### config.mk
export PLATFORM = sky130hd
export DESIGN_NAME = approach_steering_qualifier
export DESIGN_NICKNAME = d
export VERILOG_FILES = /design/src/rtl/asq_pkg.sv /design/src/rtl/approach_steering_qualifier.sv /design/src/rtl/asq_cfg.sv /design/src/rtl/asq_core.sv
export SDC_FILE = /design/constraint.sdc
export NUM_CORES = 1
export LEC_CHECK = 0
export ABC_CLOCK_PERIOD_IN_PS = 7400
export BUFFER_PORTS_ARGS = -buffer_cell sky130_fd_sc_hd__buf_2
export CAP_MARGIN = 20
export CELL_PAD_IN_SITES_DETAIL_PLACEMENT = 1
export CELL_PAD_IN_SITES_GLOBAL_PLACEMENT = 2
export CORE_UTILIZATION = 39
export DETAILED_ROUTE_END_ITERATION = 16
export GPL_TIMING_DRIVEN = 0
export PLACE_DENSITY = 0.85
export SETUP_SLACK_MARGIN = 0.02
export SYNTH_ARGS = -nofsm -noshare
export SYNTH_HDL_FRONTEND = slang
export SYNTH_SLANG_ARGS = --single-unit
### constraint.sdc
create_clock -name i_clk -period 7.4 [get_ports i_clk]
set_clock_uncertainty 0.15 [all_clocks]
set_input_delay 0.37 -clock i_clk [delete_from_list [all_inputs] [get_ports i_clk]]
set_output_delay 0.37 -clock i_clk [all_outputs]
set_load 0.02 [all_outputs]
### src/rtl/asq_pkg.sv
package asq_pkg;

    localparam int unsigned READING_W = 10;
    localparam int unsigned TIME_W    = 32;
    localparam int unsigned CONFIRM_W = 16;
    localparam int unsigned SPEED_W   = 8;
    localparam int unsigned GAIN_W    = 8;
    localparam int unsigned CORR_W    = 19;
    localparam int unsigned CFG_IDX_W = 3;
    localparam int unsigned CFG_DATA_W = 16;
    localparam int unsigned IN_DATA_W  = 72;
    localparam int unsigned OUT_DATA_W = 40;

    // Configuration register indexes.
    localparam logic [CFG_IDX_W-1:0] CFG_DISTANCE_THRESHOLD = 3'd0;
    localparam logic [CFG_IDX_W-1:0] CFG_TURN_MARGIN        = 3'd1;
    localparam logic [CFG_IDX_W-1:0] CFG_TURN_HYSTERESIS    = 3'd2;
    localparam logic [CFG_IDX_W-1:0] CFG_CONFIRM_TIME       = 3'd3;
    localparam logic [CFG_IDX_W-1:0] CFG_PUSH_GAIN          = 3'd4;
    localparam logic [CFG_IDX_W-1:0] CFG_CRUISE_SPEED       = 3'd5;
    localparam logic [CFG_IDX_W-1:0] CFG_INNER_SPEED        = 3'd6;

    // Register values after reset.
    localparam logic [READING_W-1:0] RST_DISTANCE_THRESHOLD = 10'd300;
    localparam logic [READING_W-1:0] RST_TURN_MARGIN        = 10'd100;
    localparam logic [READING_W-1:0] RST_TURN_HYSTERESIS    = 10'd30;
    localparam logic [CONFIRM_W-1:0] RST_CONFIRM_TIME       = 16'd50;
    localparam logic [GAIN_W-1:0]    RST_PUSH_GAIN          = 8'd1;
    localparam logic [SPEED_W-1:0]   RST_CRUISE_SPEED       = 8'd200;
    localparam logic [SPEED_W-1:0]   RST_INNER_SPEED        = 8'd100;

    typedef enum logic [1:0] {
        DIR_STRAIGHT = 2'd0,
        DIR_LEFT     = 2'd1,
        DIR_RIGHT    = 2'd2
    } t_steer;

    typedef struct packed {
        logic [READING_W-1:0] distance_threshold;
        logic [READING_W-1:0] turn_margin;
        logic [READING_W-1:0] turn_hysteresis;
        logic [CONFIRM_W-1:0] confirm_time;
        logic [GAIN_W-1:0]    push_gain;
        logic [SPEED_W-1:0]   cruise_speed;
        logic [SPEED_W-1:0]   inner_speed;
    } t_cfg;

    // Packed so that the last field sits in the lowest bits.
    typedef struct packed {
        logic [TIME_W-1:0]    now_ms;
        logic [READING_W-1:0] right_reading;
        logic [READING_W-1:0] left_reading;
        logic [READING_W-1:0] front_right_reading;
        logic [READING_W-1:0] front_left_reading;
    } t_in_item;

    typedef struct packed {
        logic                     push_mode;
        t_steer                   steering_now;
        logic [SPEED_W-1:0]       right_speed;
        logic [SPEED_W-1:0]       left_speed;
        logic signed [CORR_W-1:0] push_correction;
    } t_result;

    typedef struct packed {
        t_steer            active_steering;
        t_steer            candidate_steering;
        logic [TIME_W-1:0] candidate_start_time;
        logic              candidate_valid;
    } t_steer_state;

    localparam t_steer_state STATE_RESET = '{
        active_steering:      DIR_STRAIGHT,
        candidate_steering:   DIR_STRAIGHT,
        candidate_start_time: '0,
        candidate_valid:      1'b0
    };

endpackage

### src/rtl/approach_steering_qualifier.sv
// Approach steering qualifier.
// Input stream (i_s_axis_*): one item per sensor sample set, holding the four
// distance readings and the millisecond timestamp. Output stream (o_m_axis_*):
// one result item per input item, in order; tuser carries push mode, tdata the
// correction, both wheel speeds and the steering after this item.
// Configuration (i_cfg_*): a register is written when i_cfg_valid is high;
// o_cfg_ready is always high. Write only while no item is in flight.
// An accepted item enters the input register; its result is formed from it
// and moves into the output register when that register is free or being
// read. Throughput is one item per cycle while the receiver takes results: the
// steering state is updated in the same cycle as the result is formed, so
// each item sees the state left by the one before it.
// A stalled receiver holds the result in the output register; the input
// register still takes one more item, after which tready falls until the
// output register drains.
// Reset (synchronous, active low) empties both registers, returns the steering
// to straight with no candidate, and loads the default register values.
module approach_steering_qualifier (
    input  logic        i_clk,
    input  logic        i_rst_n,
    input  logic        i_s_axis_tvalid,
    output logic        o_s_axis_tready,
    // front_left[9:0], front_right[19:10], left[29:20], right[39:30], now_ms[71:40]
    input  logic [71:0] i_s_axis_tdata,
    output logic        o_m_axis_tvalid,
    input  logic        i_m_axis_tready,
    // push_correction[18:0], left_speed[26:19], right_speed[34:27],
    // steering_now[36:35], zero fill[39:37]
    output logic [39:0] o_m_axis_tdata,
    // push_mode[0]
    output logic        o_m_axis_tuser,
    input  logic        i_cfg_valid,
    output logic        o_cfg_ready,
    input  logic [2:0]  i_cfg_index,
    input  logic [15:0] i_cfg_data
);

    asq_pkg::t_cfg         cfg;
    asq_pkg::t_in_item     r_s1_item;
    logic                  r_s1_valid;
    asq_pkg::t_result      r_out;
    logic                  r_out_valid;
    asq_pkg::t_steer_state r_state;
    asq_pkg::t_steer_state n_state;
    asq_pkg::t_result      n_out;
    logic                  s1_advance;
    logic                  in_accept;

    assign o_cfg_ready = 1'b1;

    asq_cfg u_cfg (
        .i_clk      (i_clk),
        .i_rst_n    (i_rst_n),
        .i_wr_en    (i_cfg_valid),
        .i_wr_index (i_cfg_index),
        .i_wr_data  (i_cfg_data),
        .o_cfg      (cfg)
    );

    asq_core u_core (
        .i_item       (r_s1_item),
        .i_cfg        (cfg),
        .i_state      (r_state),
        .o_next_state (n_state),
        .o_result     (n_out)
    );

    assign s1_advance      = r_s1_valid && (!r_out_valid || i_m_axis_tready);
    assign o_s_axis_tready = !r_s1_valid || s1_advance;
    assign in_accept       = i_s_axis_tvalid && o_s_axis_tready;

    always_ff @(posedge i_clk) begin
        if (!i_rst_n) begin
            r_s1_valid  <= 1'b0;
            r_out_valid <= 1'b0;
            r_state     <= asq_pkg::STATE_RESET;
        end else begin
            if (in_accept) begin
                r_s1_valid <= 1'b1;
            end else if (s1_advance) begin
                r_s1_valid <= 1'b0;
            end
            if (s1_advance) begin
                r_out_valid <= 1'b1;
                r_state     <= n_state;
            end else if (i_m_axis_tready) begin
                r_out_valid <= 1'b0;
            end
        end
    end

    always_ff @(posedge i_clk) begin
        if (in_accept) begin
            r_s1_item <= asq_pkg::t_in_item'(i_s_axis_tdata);
        end
        if (s1_advance) begin
            r_out <= n_out;
        end
    end

    assign o_m_axis_tvalid = r_out_valid;
    assign o_m_axis_tuser  = r_out.push_mode;
    assign o_m_axis_tdata  = {3'b000, r_out.steering_now, r_out.right_speed,
                              r_out.left_speed, r_out.push_correction};

endmodule

### src/rtl/asq_cfg.sv
module asq_cfg (
    input  logic                             i_clk,
    input  logic                             i_rst_n,
    input  logic                             i_wr_en,
    input  logic [asq_pkg::CFG_IDX_W-1:0]    i_wr_index,
    input  logic [asq_pkg::CFG_DATA_W-1:0]   i_wr_data,
    output asq_pkg::t_cfg                    o_cfg
);

    asq_pkg::t_cfg r_cfg;
    asq_pkg::t_cfg n_cfg;

    always_comb begin
        n_cfg = r_cfg;
        if (i_wr_en) begin
            unique case (i_wr_index)
                asq_pkg::CFG_DISTANCE_THRESHOLD:
                    n_cfg.distance_threshold = i_wr_data[asq_pkg::READING_W-1:0];
                asq_pkg::CFG_TURN_MARGIN:
                    n_cfg.turn_margin = i_wr_data[asq_pkg::READING_W-1:0];
                asq_pkg::CFG_TURN_HYSTERESIS:
                    n_cfg.turn_hysteresis = i_wr_data[asq_pkg::READING_W-1:0];
                asq_pkg::CFG_CONFIRM_TIME:
                    n_cfg.confirm_time = i_wr_data[asq_pkg::CONFIRM_W-1:0];
                asq_pkg::CFG_PUSH_GAIN:
                    n_cfg.push_gain = i_wr_data[asq_pkg::GAIN_W-1:0];
                asq_pkg::CFG_CRUISE_SPEED:
                    n_cfg.cruise_speed = i_wr_data[asq_pkg::SPEED_W-1:0];
                asq_pkg::CFG_INNER_SPEED:
                    n_cfg.inner_speed = i_wr_data[asq_pkg::SPEED_W-1:0];
                default: ;
            endcase
        end
    end

    always_ff @(posedge i_clk) begin
        if (!i_rst_n) begin
            r_cfg.distance_threshold <= asq_pkg::RST_DISTANCE_THRESHOLD;
            r_cfg.turn_margin        <= asq_pkg::RST_TURN_MARGIN;
            r_cfg.turn_hysteresis    <= asq_pkg::RST_TURN_HYSTERESIS;
            r_cfg.confirm_time       <= asq_pkg::RST_CONFIRM_TIME;
            r_cfg.push_gain          <= asq_pkg::RST_PUSH_GAIN;
            r_cfg.cruise_speed       <= asq_pkg::RST_CRUISE_SPEED;
            r_cfg.inner_speed        <= asq_pkg::RST_INNER_SPEED;
        end else begin
            r_cfg <= n_cfg;
        end
    end

    assign o_cfg = r_cfg;

endmodule

### src/rtl/asq_core.sv
module asq_core (
    input  asq_pkg::t_in_item      i_item,
    input  asq_pkg::t_cfg          i_cfg,
    input  asq_pkg::t_steer_state  i_state,
    output asq_pkg::t_steer_state  o_next_state,
    output asq_pkg::t_result       o_result
);

    logic [asq_pkg::READING_W-1:0] front;
    logic [asq_pkg::READING_W-1:0] side;
    logic                          push;
    logic signed [11:0]            delta;
    logic signed [11:0]            margin;
    logic signed [11:0]            release_margin;
    logic signed [19:0]            product;
    logic [asq_pkg::TIME_W-1:0]    elapsed;
    logic                          confirmed;
    asq_pkg::t_steer               req;
    asq_pkg::t_steer_state         st;

    always_comb begin
        front = (i_item.front_left_reading > i_item.front_right_reading) ?
                i_item.front_left_reading : i_item.front_right_reading;
        side  = (i_item.left_reading > i_item.right_reading) ?
                i_item.left_reading : i_item.right_reading;
        push  = (front >= i_cfg.distance_threshold) && (front >= side);

        delta = $signed({2'b00, i_item.right_reading}) - $signed({2'b00, i_item.left_reading});
        margin = $signed({2'b00, i_cfg.turn_margin});
        release_margin = margin - $signed({2'b00, i_cfg.turn_hysteresis});
        product = delta * $signed({1'b0, i_cfg.push_gain});

        elapsed   = i_item.now_ms - i_state.candidate_start_time;
        confirmed = elapsed >= {{(asq_pkg::TIME_W-asq_pkg::CONFIRM_W){1'b0}},
                                i_cfg.confirm_time};
    end

    always_comb begin
        req = asq_pkg::DIR_STRAIGHT;
        if (delta > margin) begin
            req = asq_pkg::DIR_RIGHT;
        end else if (delta < -margin) begin
            req = asq_pkg::DIR_LEFT;
        end
        // An active turn is held down to the release margin and overrides a new request.
        if (i_state.active_steering == asq_pkg::DIR_RIGHT && delta > release_margin) begin
            req = asq_pkg::DIR_RIGHT;
        end else if (i_state.active_steering == asq_pkg::DIR_LEFT &&
                     delta < -release_margin) begin
            req = asq_pkg::DIR_LEFT;
        end
    end

    always_comb begin
        st = i_state;
        if (push) begin
            st = asq_pkg::STATE_RESET;
        end else if (req != i_state.active_steering) begin
            if (i_state.candidate_valid && req == i_state.candidate_steering) begin
                if (confirmed) begin
                    st = asq_pkg::STATE_RESET;
                    st.active_steering = req;
                end
            end else begin
                st.candidate_steering   = req;
                st.candidate_start_time = i_item.now_ms;
                st.candidate_valid      = 1'b1;
            end
        end else begin
            st = asq_pkg::STATE_RESET;
            st.active_steering = i_state.active_steering;
        end
        o_next_state = st;
    end

    always_comb begin
        o_result.push_mode       = push;
        o_result.steering_now    = st.active_steering;
        o_result.push_correction = '0;
        o_result.left_speed      = i_cfg.cruise_speed;
        o_result.right_speed     = i_cfg.cruise_speed;
        if (push) begin
            o_result.push_correction = product[asq_pkg::CORR_W-1:0];
            o_result.left_speed      = '0;
            o_result.right_speed     = '0;
        end else if (st.active_steering == asq_pkg::DIR_RIGHT) begin
            o_result.right_speed = i_cfg.inner_speed;
        end else if (st.active_steering == asq_pkg::DIR_LEFT) begin
            o_result.left_speed = i_cfg.inner_speed;
        end
    end

endmodule

==> key figures, run 1 <==
Timing
  – Max-slew violation count: 0
  – Worst slew margin: a little under two fifths
  – Setup repair after global routing missed its margin: no
  – # setup viols final: 0
  – Fmax: 0.144 GHz
  – Slew @ Worst Pin: between 900 and 1000 ps
  – Final Cycle Share: between 90 and 100%
  – Setup TNS: 0 ps
  – Final min period: about 6900 ps
  – Final Hold Vio Count: 0

CTS
  – Worst skew pair latency: 550 ps
  – Clock Path Buffers: 3
  – H-tree Lvls: 1
  – CTS sink cnt: between 200 and 250
  – TritonCTS clock tree: yes
  – CTS Buf Count: 27
  – Clk slew on worst S/H paths: 60 ps
  – Root buffer cell: clkbuf_16

Drt
  – M1 WL: about 20 mm
  – Met2 wire len: 21.6 mm
  – Drt via density: between 5 and 6
  – Drt first pass iters: 5
  – DRT iter0 DRCs: 595
  – # DRC: 0
  – Routed vias: roughly 13,000
  – WL/cell: 17.5 um
  – Final WL: about 45 mm
  – Met3 wire length: ~1.4 mm
  – Uppermost layer routed: met4
  – Routed Antenna Nets: 0

Final layout
  – Non-filler cells, final: 2,550
  – Syn-to-layout area delta: 19.8%
  – Share of layout cells above drive strength 1: between 10% and 20%
  – Fin nets: 2,342
  – Finished Core Util: 47.4%

Placed design
  – GP Congestion: 0.898
  – Post-DP HPWL: roughly 35 mm
  – IO Port Bufs: around 130
  – Post-placement cell count: roughly 2,400

Global route
  – Largest net degree at the start of global routing: between 70 and 80
  – Remaining global-route overflow: 0
  – All-layer global routing usage: 21.2%
  – Global-route wire length before repair: 71.3 mm
  – Antenna violations before repair: 3
  – Vias in the first global route: 13,949

Power and ir drop
  – VDD IR-drop max: between 0.15 and 0.2 mV
  – Post-route total power: between 3000 and 4000 uW
  – PD cells: approximately 200 nW/um^2
  – Static Leakage: between 0.008 and 0.009 uW

Logic synthesis
  – Synth cell types: 77
  – Synth Register Bits: ~220
  – Sequential fraction of the synthesis area: 34.0%
  – Cells after Synth: roughly 1,700
  – Mapped Avg Cell Area: 9.28 um^2
  – Number of synthesized flops with an enable pin: between 100 and 150
  – Synthesized cell area: 16,200 um^2
  – Synth Warn #: 0
  – Share of async-settable or async-resettable flops after synthesis: 0%
  – Dominant synthesized flop cell: edfxtp_1

Floorplanning
  – Die X: 206 um
  – Die height: between 200 and 250 um
  – Core ar.: around 40,000 um^2
  – Num rows: between 70 and 80
  – Ports: 140
  – Initial Util: 39.6%
  – Die area: 42,200 um^2

Worst setup path
  – Crit. End Element: flop
  – CP max FO: 7
  – Required arrival time at the worst endpoint: around 7500 ps
  – Critical path's largest stage delay: 540 ps
  – CP Launch Point: r_s1_item[21]
  – Crit-path most repeated cell: inv_1
  – Worst Setup Start Kind: flop
  – Worst r2r src: r_s1_item[21]
  – WS Path Type: flop to flop
  – CP max stage cell: fa_1
  – Worst EP arrival: 7050 ps

Status
  – Run status: complete, no violations

Hold path
  – Hold crit path type: primary input to flop
  – Hold Crit Start: i_cfg_data[7]

Job
  – Max-Cap Viols: 0
[critical path: cells and delay by family (launching register included)]
family	cells	cell delay [ps]
buf+inv	6	510
xor+xnor	2	390
simple gates	4	370
flops	1	400
compound gates	12	2240
fa+ha+maj	6	2590
[what timing repair did]
item | 4_1_cts | 5_1_grt
buffers inserted | 0 | 1
pin swaps | 0 | 1
hold endpoints to repair | 88 | 0
hold buffers | 82 | 0
setup endpoints to repair | 6 | 34
gates cloned | 0 | 0
resized for setup | 4 | 15
[sequential cells by signal, indices dropped and copies added (netlist names)]
| name | cells |
|---|---|
| r_s1_item | 72 |
| r_state | 37 |
| o_m_axis_tdata | 37 |
| u_cfg.o_cfg | 70 |
| r_s1_valid | 1 |
| o_m_axis_tvalid | 1 |
| o_m_axis_tuser | 1 |
[routing by layer]
metal	vias up	GRT usage, %
met3	62	2.28
met4	0	5.85
met1	6523	27.9
met2	194	36.8
met5	-	0
li1	6501	-
[kinds of logic (layout without fill, tap and decap cells)]
group / count (synthesis) / after routing / share of synthesized area [%]
compound gates: 361 / 361 / 14.8
xor+xnor: 66 / 66 / 3.58
fa+ha+maj: 251 / 251 / 22.8
buf+inv: 269 / 542 / 6.52
flops: 219 / 219 / 34.0
mux: 36 / 36 / 2.34
other cells: 2 / 7 / 0.0465
simple gates: 536 / 536 / 15.9
[layout make-up]
cell class              count  area, um^2
multi-input cells        1254        9670
well taps                 532         666
diodes                      3        7.51
clock inverters            15         153
flip-flops and latches    219        5490
clock buffers              34         712
fillers                  4679       21500
inverters                 217         818
plain buffers              51         240
repair buffers            225        1600
[Yosys cell counts, types with 6 or more instances]
library cell    n  share of area, %
nand2_1       244               5.7
inv_1         215               5.0
ha_1          178                14
a21oi_1       119               3.7
edfxtp_1      110                20
dfxtp_1       109                14
fa_1           73               9.0
nor2_1         71               1.7
o21ai_0        57               1.8
and2_1         55               2.1
xnor2_1        51               2.8
clkbuf_1       36              0.84
a22o_1         34               1.8
nor2b_1        31               1.2
mux2i_1        30               1.9
nand2b_1       29               1.1
a21o_1         28               1.3
o211ai_1       27               1.3
nand3_1        20              0.62
nor3_1         20              0.62
nand4_1        19              0.74
and3_1         15              0.58
xor2_1         15              0.81
a211oi_1       12              0.56
o21a_1         12              0.56
a31oi_1         9              0.35
or3_1           9              0.35
a211o_1         8              0.43
nor3b_1         6              0.28
[final timing paths]
check	to	slack, ps	cells past startpoint
worst max-delay path	o_m_axis_tdata[18]	470	30
worst min-delay path	u_cfg.o_cfg[57]	40	3
worst max register to register	o_m_axis_tdata[18]	470	30
worst min register to register	u_cfg.o_cfg[9]	310	2
[cells in the final DEF, fill, tap and decap left out, types with 28 or more instances in the layout]
master and instances:
nand2_1 244, inv_1 215, ha_1 178, buf_2 139, a21oi_1 117, edfxtp_1 110
dfxtp_1 109, dlygate4sd3_1 82, fa_1 73, nor2_1 71, o21ai_0 56, and2_1 53
xnor2_1 49, clkbuf_1 38, a22o_1 34, nor2b_1 31, mux2i_1 30, nand2b_1 29
a21o_1 28
[power by group]
| part | switching, uW | internal, uW |
|---|---|---|
| clock network | 525 | 782 |
| logic | 689 | 481 |
| registers | 33.4 | 1350 |
| total | 1250 | 2610 |
[metrics by stage]
| stage | setup WS (ps) | area [um^2] | hold WS (ps) |
|---|---|---|---|
| global placement | -494 | 17500 | 293 |
| floorplan | 896 | 16200 | 286 |
| global route | 57.9 | 19300 | 38.8 |
| finish | 474 | 19300 | 44.7 |
| CTS | 80.9 | 19300 | 9.44 |
| detailed placement | -486 | 17600 | 301 |
No activity file was read; power rests on OpenSTA's default activity.
==> inputs of run 2 (changes only) <==
--- a/config.mk
+++ b/config.mk
@@ -10,10 +10,11 @@
 export CAP_MARGIN = 20
 export CELL_PAD_IN_SITES_DETAIL_PLACEMENT = 1
 export CELL_PAD_IN_SITES_GLOBAL_PLACEMENT = 2
-export CORE_UTILIZATION = 39
+export CORE_UTILIZATION = 25
+export CTS_BUF_LIST = sky130_fd_sc_hd__clkbuf_4
 export DETAILED_ROUTE_END_ITERATION = 16
 export GPL_TIMING_DRIVEN = 0
-export PLACE_DENSITY = 0.85
+export PLACE_DENSITY = 0.6
 export SETUP_SLACK_MARGIN = 0.02
 export SYNTH_ARGS = -nofsm -noshare
 export SYNTH_HDL_FRONTEND = slang
==> run 2 against run 1 <==
Compared with the run above:
- worst setup slack got worse by 7.6 ps
- register-to-register slack about the same
- fmax down 0.11%
- global-route usage down 6.0 points
- largest power group unchanged
- clock-buffer cell count rose by 62
- cell count rose by 16%
- flip-flop and latch count unchanged
- cell area up 3.5%
- clock power is essentially flat
- hold slack better by 94 ps
==> key figures, run 2 (same netlist as run 1, synthesis figures left out) <==
Status
  – Run status: complete, no violations

Placed design
  – GP Congestion: a little under 0.9
  – IO Port Bufs: between 100 and 150
  – Post-DP HPWL: ~38 mm
  – Post-placement cell count: 2,726

Timing
  – # setup viols final: 0
  – Worst slew margin: about 37%
  – Slew @ Worst Pin: approximately 940 ps
  – Final Cycle Share: between 90 and 100%
  – Fmax: between 0.1 and 0.15 GHz
  – Max-slew violation count: 0
  – Setup repair after global routing missed its margin: no
  – Final Hold Vio Count: 0
  – Setup TNS: 0 ps
  – Final min period: 6930 ps

Worst setup path
  – Worst Setup Start Kind: flop
  – Worst EP arrival: 7310 ps
  – Crit-path most repeated cell: inv_1
  – CP max FO: 12
  – Required arrival time at the worst endpoint: between 7000 and 8000 ps
  – WS Path Type: flop to flop
  – CP max stage cell: fa_1
  – Crit. End Element: flop
  – Critical path's largest stage delay: approximately 540 ps

Drt
  – Routed Antenna Nets: 0
  – # DRC: 0
  – Final WL: about 49 mm
  – Drt first pass iters: 4
  – WL/cell: between 15 and 20 um
  – Routed vias: ~13,000
  – Drt via density: ~4.5
  – DRT iter0 DRCs: 460

Global route
  – Remaining global-route overflow: 0
  – Met3 usage: about 3.2%
  – Largest net degree at the start of global routing: 65
  – Global-route wire length before repair: a little under 80 mm
  – All-layer global routing usage: 15.3%
  – Met1 Use GR: between 15 and 20%
  – Grt peak-use layer: met2
  – Antenna violations before repair: 8
  – Met2 Track Usage GR: between 20% and 30%
  – Vias in the first global route: 14,615

Power and ir drop
  – VDD IR-drop max: 0.0831 mV
  – Logic gate share of total power: a little under a third
  – Cell internal pwr: ~2500 uW
  – Clock group share of total power: 33.6%
  – Switching power: approximately 1300 uW
  – Static Leakage: around 0.0086 uW
  – Seq pwr share: 35.8%
  – PD cells: about 190 nW/um^2
  – Sw frac: 34.9%

CTS
  – Root buffer cell: clkbuf_4
  – H-tree Lvls: 3
  – Clk slew on worst S/H paths: ~60 ps
  – CTS sink cnt: ~220
  – Worst skew pair latency: ~820 ps
  – Clock Path Buffers: 3
  – CTS Buf Count: just over 70
  – TritonCTS clock tree: yes

Floorplanning
  – Ports: between 100 and 150
  – Die height: ~260 um
  – Die area: between 60,000 and 70,000 um^2
  – Core ar.: roughly 63,000 um^2
  – Num rows: 92
  – Die X: 256 um
  – Initial Util: about a quarter

Final layout
  – Fin nets: about 2,400
  – Finished Core Util: 31.6%
  – Commonest non-fill, non-tap cell in the layout: nand2_1
  – Share of layout cells above drive strength 1: 13.8%
  – Most frequent cells in the layout: nand2_1, inv_1, ha_1
  – Non-filler cells, final: between 2,000 and 3,000
  – Syn-to-layout area delta: 24.1%
  – Largest reg by FF count: r_s1_item
  – Max FFs per register: between 70 and 80

Job
  – Max-Cap Viols: 0

Hold path
  – Hold crit path type: primary input to flop
-- run 2: changes by cell type in the layout (fill, tap and decap cells not counted), moves of 2 or more --
cell,before,now
buf_4,10,5
clkbuf_1,38,33
clkbuf_16,27,0
clkbuf_4,0,96
clkinv_1,3,20
clkinv_2,7,4
diode_2,3,11
dlygate4sd3_1,82,104
inv_2,1,3
xnor2_4,0,2
-- run 2: power groups by stage --
stage	clock, uW	combinational, uW	sequential, uW
after global routing	1440	1350	1390
after detailed placement	0	1140	1410
after CTS	1380	1190	1380
after floorplan	0	777	1420
after global placement	0	1110	1410
final	1290	1180	1380
-- run 2: final cells by class --
type	instances	area [um^2]
Antenna cell	11	27.5
Buffer	51	239
Clock buffer	96	721
Clock inverter	31	189
Fill cell	7349	43400
Inverter	217	818
Multi-Input combinational cell	1254	9700
Sequential cell	219	5490
Tap cell	846	1060
Timing Repair Buffer	243	1800
-- run 2: repair_timing --
item / in CTS / in global routing
hold buffers: 104 / 0
endpoints found under the hold margin: 153 / 0
setup endpoints to repair: 37 / 35
pin swaps: 0 / 1
setup buffers: 0 / 1
resized for setup: 2 / 13
-- run 2: critical path, delay by kind of cell (launching register included) --
family	cells	cell delay [ps]
adder cells (fa/ha/maj)	6	2570
AO/OA/AOI/OAI	12	2340
XOR/XNOR	2	430
flip-flops	1	430
AND/OR/NAND/NOR	4	410
buffers and inverters	5	310
-- run 2: worst paths after layout --
path | start | to | slack [ps] | depth (start not counted)
max | r_s1_item[21] | o_m_axis_tdata[18] | 470 | 29
min | i_s_axis_tdata[48] | r_s1_item[48] | 140 | 2
max reg2reg | r_s1_item[21] | o_m_axis_tdata[18] | 470 | 29
min reg2reg | u_cfg.o_cfg[13] | u_cfg.o_cfg[13] | 310 | 2
-- run 2: per-stage QoR --
step           power (uW)  area, um^2  setup WS (ps)  hold WS [ps]
2_1_floorplan        2200       16200            896           286
3_3_place_gp         2520       17900           -707           295
3_5_place_dp         2550       18000           -458           298
4_1_cts              3960       19900           8.60          13.1
5_1_grt              4170       20000           13.3          55.8
6_report             3860       20000            466           138
-- run 2: routing by layer --
metal,vias to the layer above,share of wire [%]
li1,6666,-
met1,6502,48
met2,216,46
met3,87,4.1
met4,6,2.5
met5,-,0.089
==> inputs of run 3 (changes only) <==
--- a/config.mk
+++ b/config.mk
@@ -5,6 +5,7 @@
 export SDC_FILE = /design/constraint.sdc
 export NUM_CORES = 1
 export LEC_CHECK = 0
+export ABC_AREA = 1
 export ABC_CLOCK_PERIOD_IN_PS = 7400
 export BUFFER_PORTS_ARGS = -buffer_cell sky130_fd_sc_hd__buf_2
 export CAP_MARGIN = 20
@@ -14,7 +15,7 @@
 export CTS_BUF_LIST = sky130_fd_sc_hd__clkbuf_4
 export DETAILED_ROUTE_END_ITERATION = 16
 export GPL_TIMING_DRIVEN = 0
-export PLACE_DENSITY = 0.6
+export PLACE_DENSITY = 0.63
 export SETUP_SLACK_MARGIN = 0.02
 export SYNTH_ARGS = -nofsm -noshare
 export SYNTH_HDL_FRONTEND = slang
==> run 3 against run 2 <==
Compared with the run above:
- flip-flop and latch count stayed put
- combinational power up 29%
- sequential share of layout area down 1.5 points
- non-clock buffer count shrank 4
- first-iteration DRC count decreased by 7.4%
- clock-buffer cell count increased by 6
- global-route usage increased by 0.87 points
- fmax increased by 1.1%
- critical path type unchanged
- largest cell class unchanged
==> key figures, run 3 <==
Drt
  – DRT iter0 DRCs: 426
  – # DRC: 0
  – Final WL: 55.7 mm
  – Routed Antenna Nets: 0
  – Routed vias: roughly 16,000
  – Drt via density: 4.39
  – Drt first pass iters: 5
  – WL/cell: 15.7 um

Hold path
  – Hold crit path type: primary input to flop

Timing
  – Worst slew margin: about 36%
  – Setup ws final: around 540 ps
  – Setup TNS: 0 ps
  – Final Cycle Share: between 90% and 100%
  – Fmax: 0.146 GHz
  – Final min period: slightly below 7000 ps
  – Max-slew violation count: 0
  – Final Hold Vio Count: 0
  – Slew @ Worst Pin: between 900 and 1000 ps
  – Setup repair after global routing missed its margin: yes
  – # setup viols final: 0

Final layout
  – Max FFs per register: 72
  – Commonest non-fill, non-tap cell in the layout: nand2_1
  – Share of layout cells above drive strength 1: a little over an eighth
  – Design Area, Final: about 21,000 um^2
  – Fin nets: about 2,900
  – Most frequent cells in the layout: nand2_1, inv_1, nor2_1
  – # fillers: 8,447
  – Largest reg by FF count: r_s1_item
  – Non-filler cells, final: roughly 3,500
  – Syn-to-layout area delta: 22.8%

Logic synthesis
  – Mapped Avg Cell Area: 7.58 um^2
  – Post-synthesis mux area share: 0%
  – Simple-gate share of the synthesized area: a little under a quarter
  – Synth Area in XOR/XNOR: 2.58%
  – Synth Warn #: 0
  – Most common cell in the netlist: nand2_1
  – Cells after Synth: 2,280
  – Synth Register Bits: ~220
  – Cell taking the most area after synthesis: edfxtp_1
  – Synth cell types: 50
  – Synthesized cell area: approximately 17,000 um^2
  – Dominant synthesized flop cell: edfxtp_1
  – Adder-Cell Fraction of Synth Area: between 20% and 30%
  – Yosys top cell area share: about a fifth
  – Sequential fraction of the synthesis area: 31.7%
  – Largest cells by area after synthesis: edfxtp_1, ha_1, dfxtp_1
  – Most frequent cells after synthesis: nand2_1, inv_1, nor2_1
  – Share of async-settable or async-resettable flops after synthesis: 0%
  – Number of synthesized flops with an enable pin: 110
  – Largest family of logic cells by synthesized area: simple AND/OR/NAND/NOR gates
  – Compound-Gate Fraction of Synth Area: under 10%

Placed design
  – Post-placement cell count: roughly 3,300
  – Pre-CTS setup slack: -468 ps
  – IO Port Bufs: approximately 130
  – Post-DP Area: between 15,000 and 20,000 um^2
  – GP Congestion: ~0.83
  – Post-DP HPWL: roughly 44 mm

CTS
  – Clock Path Buffers: 3
  – CTS Buf Count: slightly above 70
  – Clk slew on worst S/H paths: roughly 70 ps
  – H-tree Lvls: 3
  – Worst skew pair latency: 830 ps
  – Root buffer cell: clkbuf_4
  – CTS sink cnt: roughly 220
  – TritonCTS clock tree: yes

Power and ir drop
  – VDD IR-drop max: around 0.096 mV
  – PD cells: ~200 nW/um^2
  – Static Leakage: around 0.010 uW

Global route
  – Global-route wire length before repair: ~90 mm
  – Antenna violations before repair: 4
  – Remaining global-route overflow: 0
  – Vias in the first global route: between 15,000 and 20,000
  – Largest net degree at the start of global routing: 66
  – All-layer global routing usage: approximately 16%

Worst setup path
  – Critical path's largest stage delay: about 540 ps
  – Required arrival time at the worst endpoint: about 7800 ps
  – CP max stage cell: fa_1
  – CP delay by family, top: adder cells
  – Crit-path most repeated cell: nand2_1
  – Crit. End Element: flop
  – Worst EP arrival: slightly above 7000 ps
  – Worst Setup Start Kind: flop
  – Buf+Inv Stages, Crit Path: 5
  – CP max FO: 8
  – WS Path Type: flop to flop

Floorplanning
  – Die area: around 70,000 um^2
  – Num rows: between 90 and 100
  – Core ar.: approximately 70,000 um^2
  – Die X: roughly 260 um
  – Die height: 265 um
  – Ports: 140
  – Initial Util: 25.2%

Job
  – Max-Cap Viols: 0

Status
  – Run status: complete, no violations
run 3: cell count changes after synthesis, moves of 34 or more:
| cell | change |
|---|---|
| a21oi_1 | +65 |
| nor2_1 | +137 |
| a22o_1 | -34 |
| xnor2_1 | -39 |
| inv_1 | +229 |
| nand3_1 | +51 |
| nand2_1 | +308 |
| and2_1 | -52 |
run 3: repair_timing:
item	CTS	global route
hold buffers	109	0
pin swaps	1	0
setup endpoints to repair	6	6
resized for setup	1	14
setup buffers	1	2
hold endpoints to repair	152	0
run 3: logic make-up (layout without fill, tap and decap cells):
| kind of cell | count (synthesis) | after routing |
|---|---|---|
| buffers and inverters | 499 | 872 |
| DFF | 219 | 219 |
| xor gates and xnor gates | 51 | 51 |
| adders and majority gates | 251 | 251 |
| and+or+nand+nor | 944 | 944 |
| AOI/OAI and AO/OA | 314 | 314 |
| other | 2 | 9 |
run 3: report_power, final:
group	total [uW]	leakage [uW]	switching, uW	internal (uW)
clock	1320	0.000540	612	705
combinational	1520	0.00774	978	544
sequential	1400	0.00195	33.1	1370
run 3: worst reg2reg max path, delay by kind of cell, from the launching register on:
family	cells	cell delay, ps
XOR/XNOR	1	150
buffers and inverters	5	590
AND/OR/NAND/NOR	12	1520
adder cells (fa/ha/maj)	7	2830
flip-flops	1	410
AO/OA/AOI/OAI	5	910
run 3: layer usage:
metal,vias to the layer above,wire length [um],GRT usage [%]
li1,7903,-,-
met1,7385,27700,22.0
met2,204,25100,26.0
met3,71,1970,2.88
met4,0,887,4.37
met5,-,0,0
run 3: worst paths after layout:
kind	cells past startpoint	from	endpoint	slack, ps
setup / recovery	30	r_s1_item[20]	o_m_axis_tdata[18]	540
hold / removal	2	i_s_axis_tdata[14]	r_s1_item[14]	90
hold reg to reg	2	r_state[7]	r_state[7]	310
setup reg to reg	30	r_s1_item[20]	o_m_axis_tdata[18]	540
run 3: area by class of cell:
class	instances	area, um^2	share of cell area, %
tap	882	1100	5.20
multi-input combinational	1564	9920	46.8
buffer	43	238	1.12
timing repair buffer	247	1810	8.54
clock inverter	24	163	0.766
inverter	456	1720	8.11
sequential	219	5490	25.8
antenna	5	12.5	0.0589
clock buffer	102	766	3.61
run 3: metrics by stage:
| stage | utilization (%) | hold WS [ps] | total power, uW |
|---|---|---|---|
| finish | 31.0 | 90.7 | 4240 |
| global route | 31.0 | 26.8 | 4620 |
| CTS | 30.9 | 0.955 | 4350 |
| detailed placement | 27.9 | 308 | 2920 |
| global placement | 27.8 | 300 | 2870 |
| floorplan | - | 285 | 2450 |
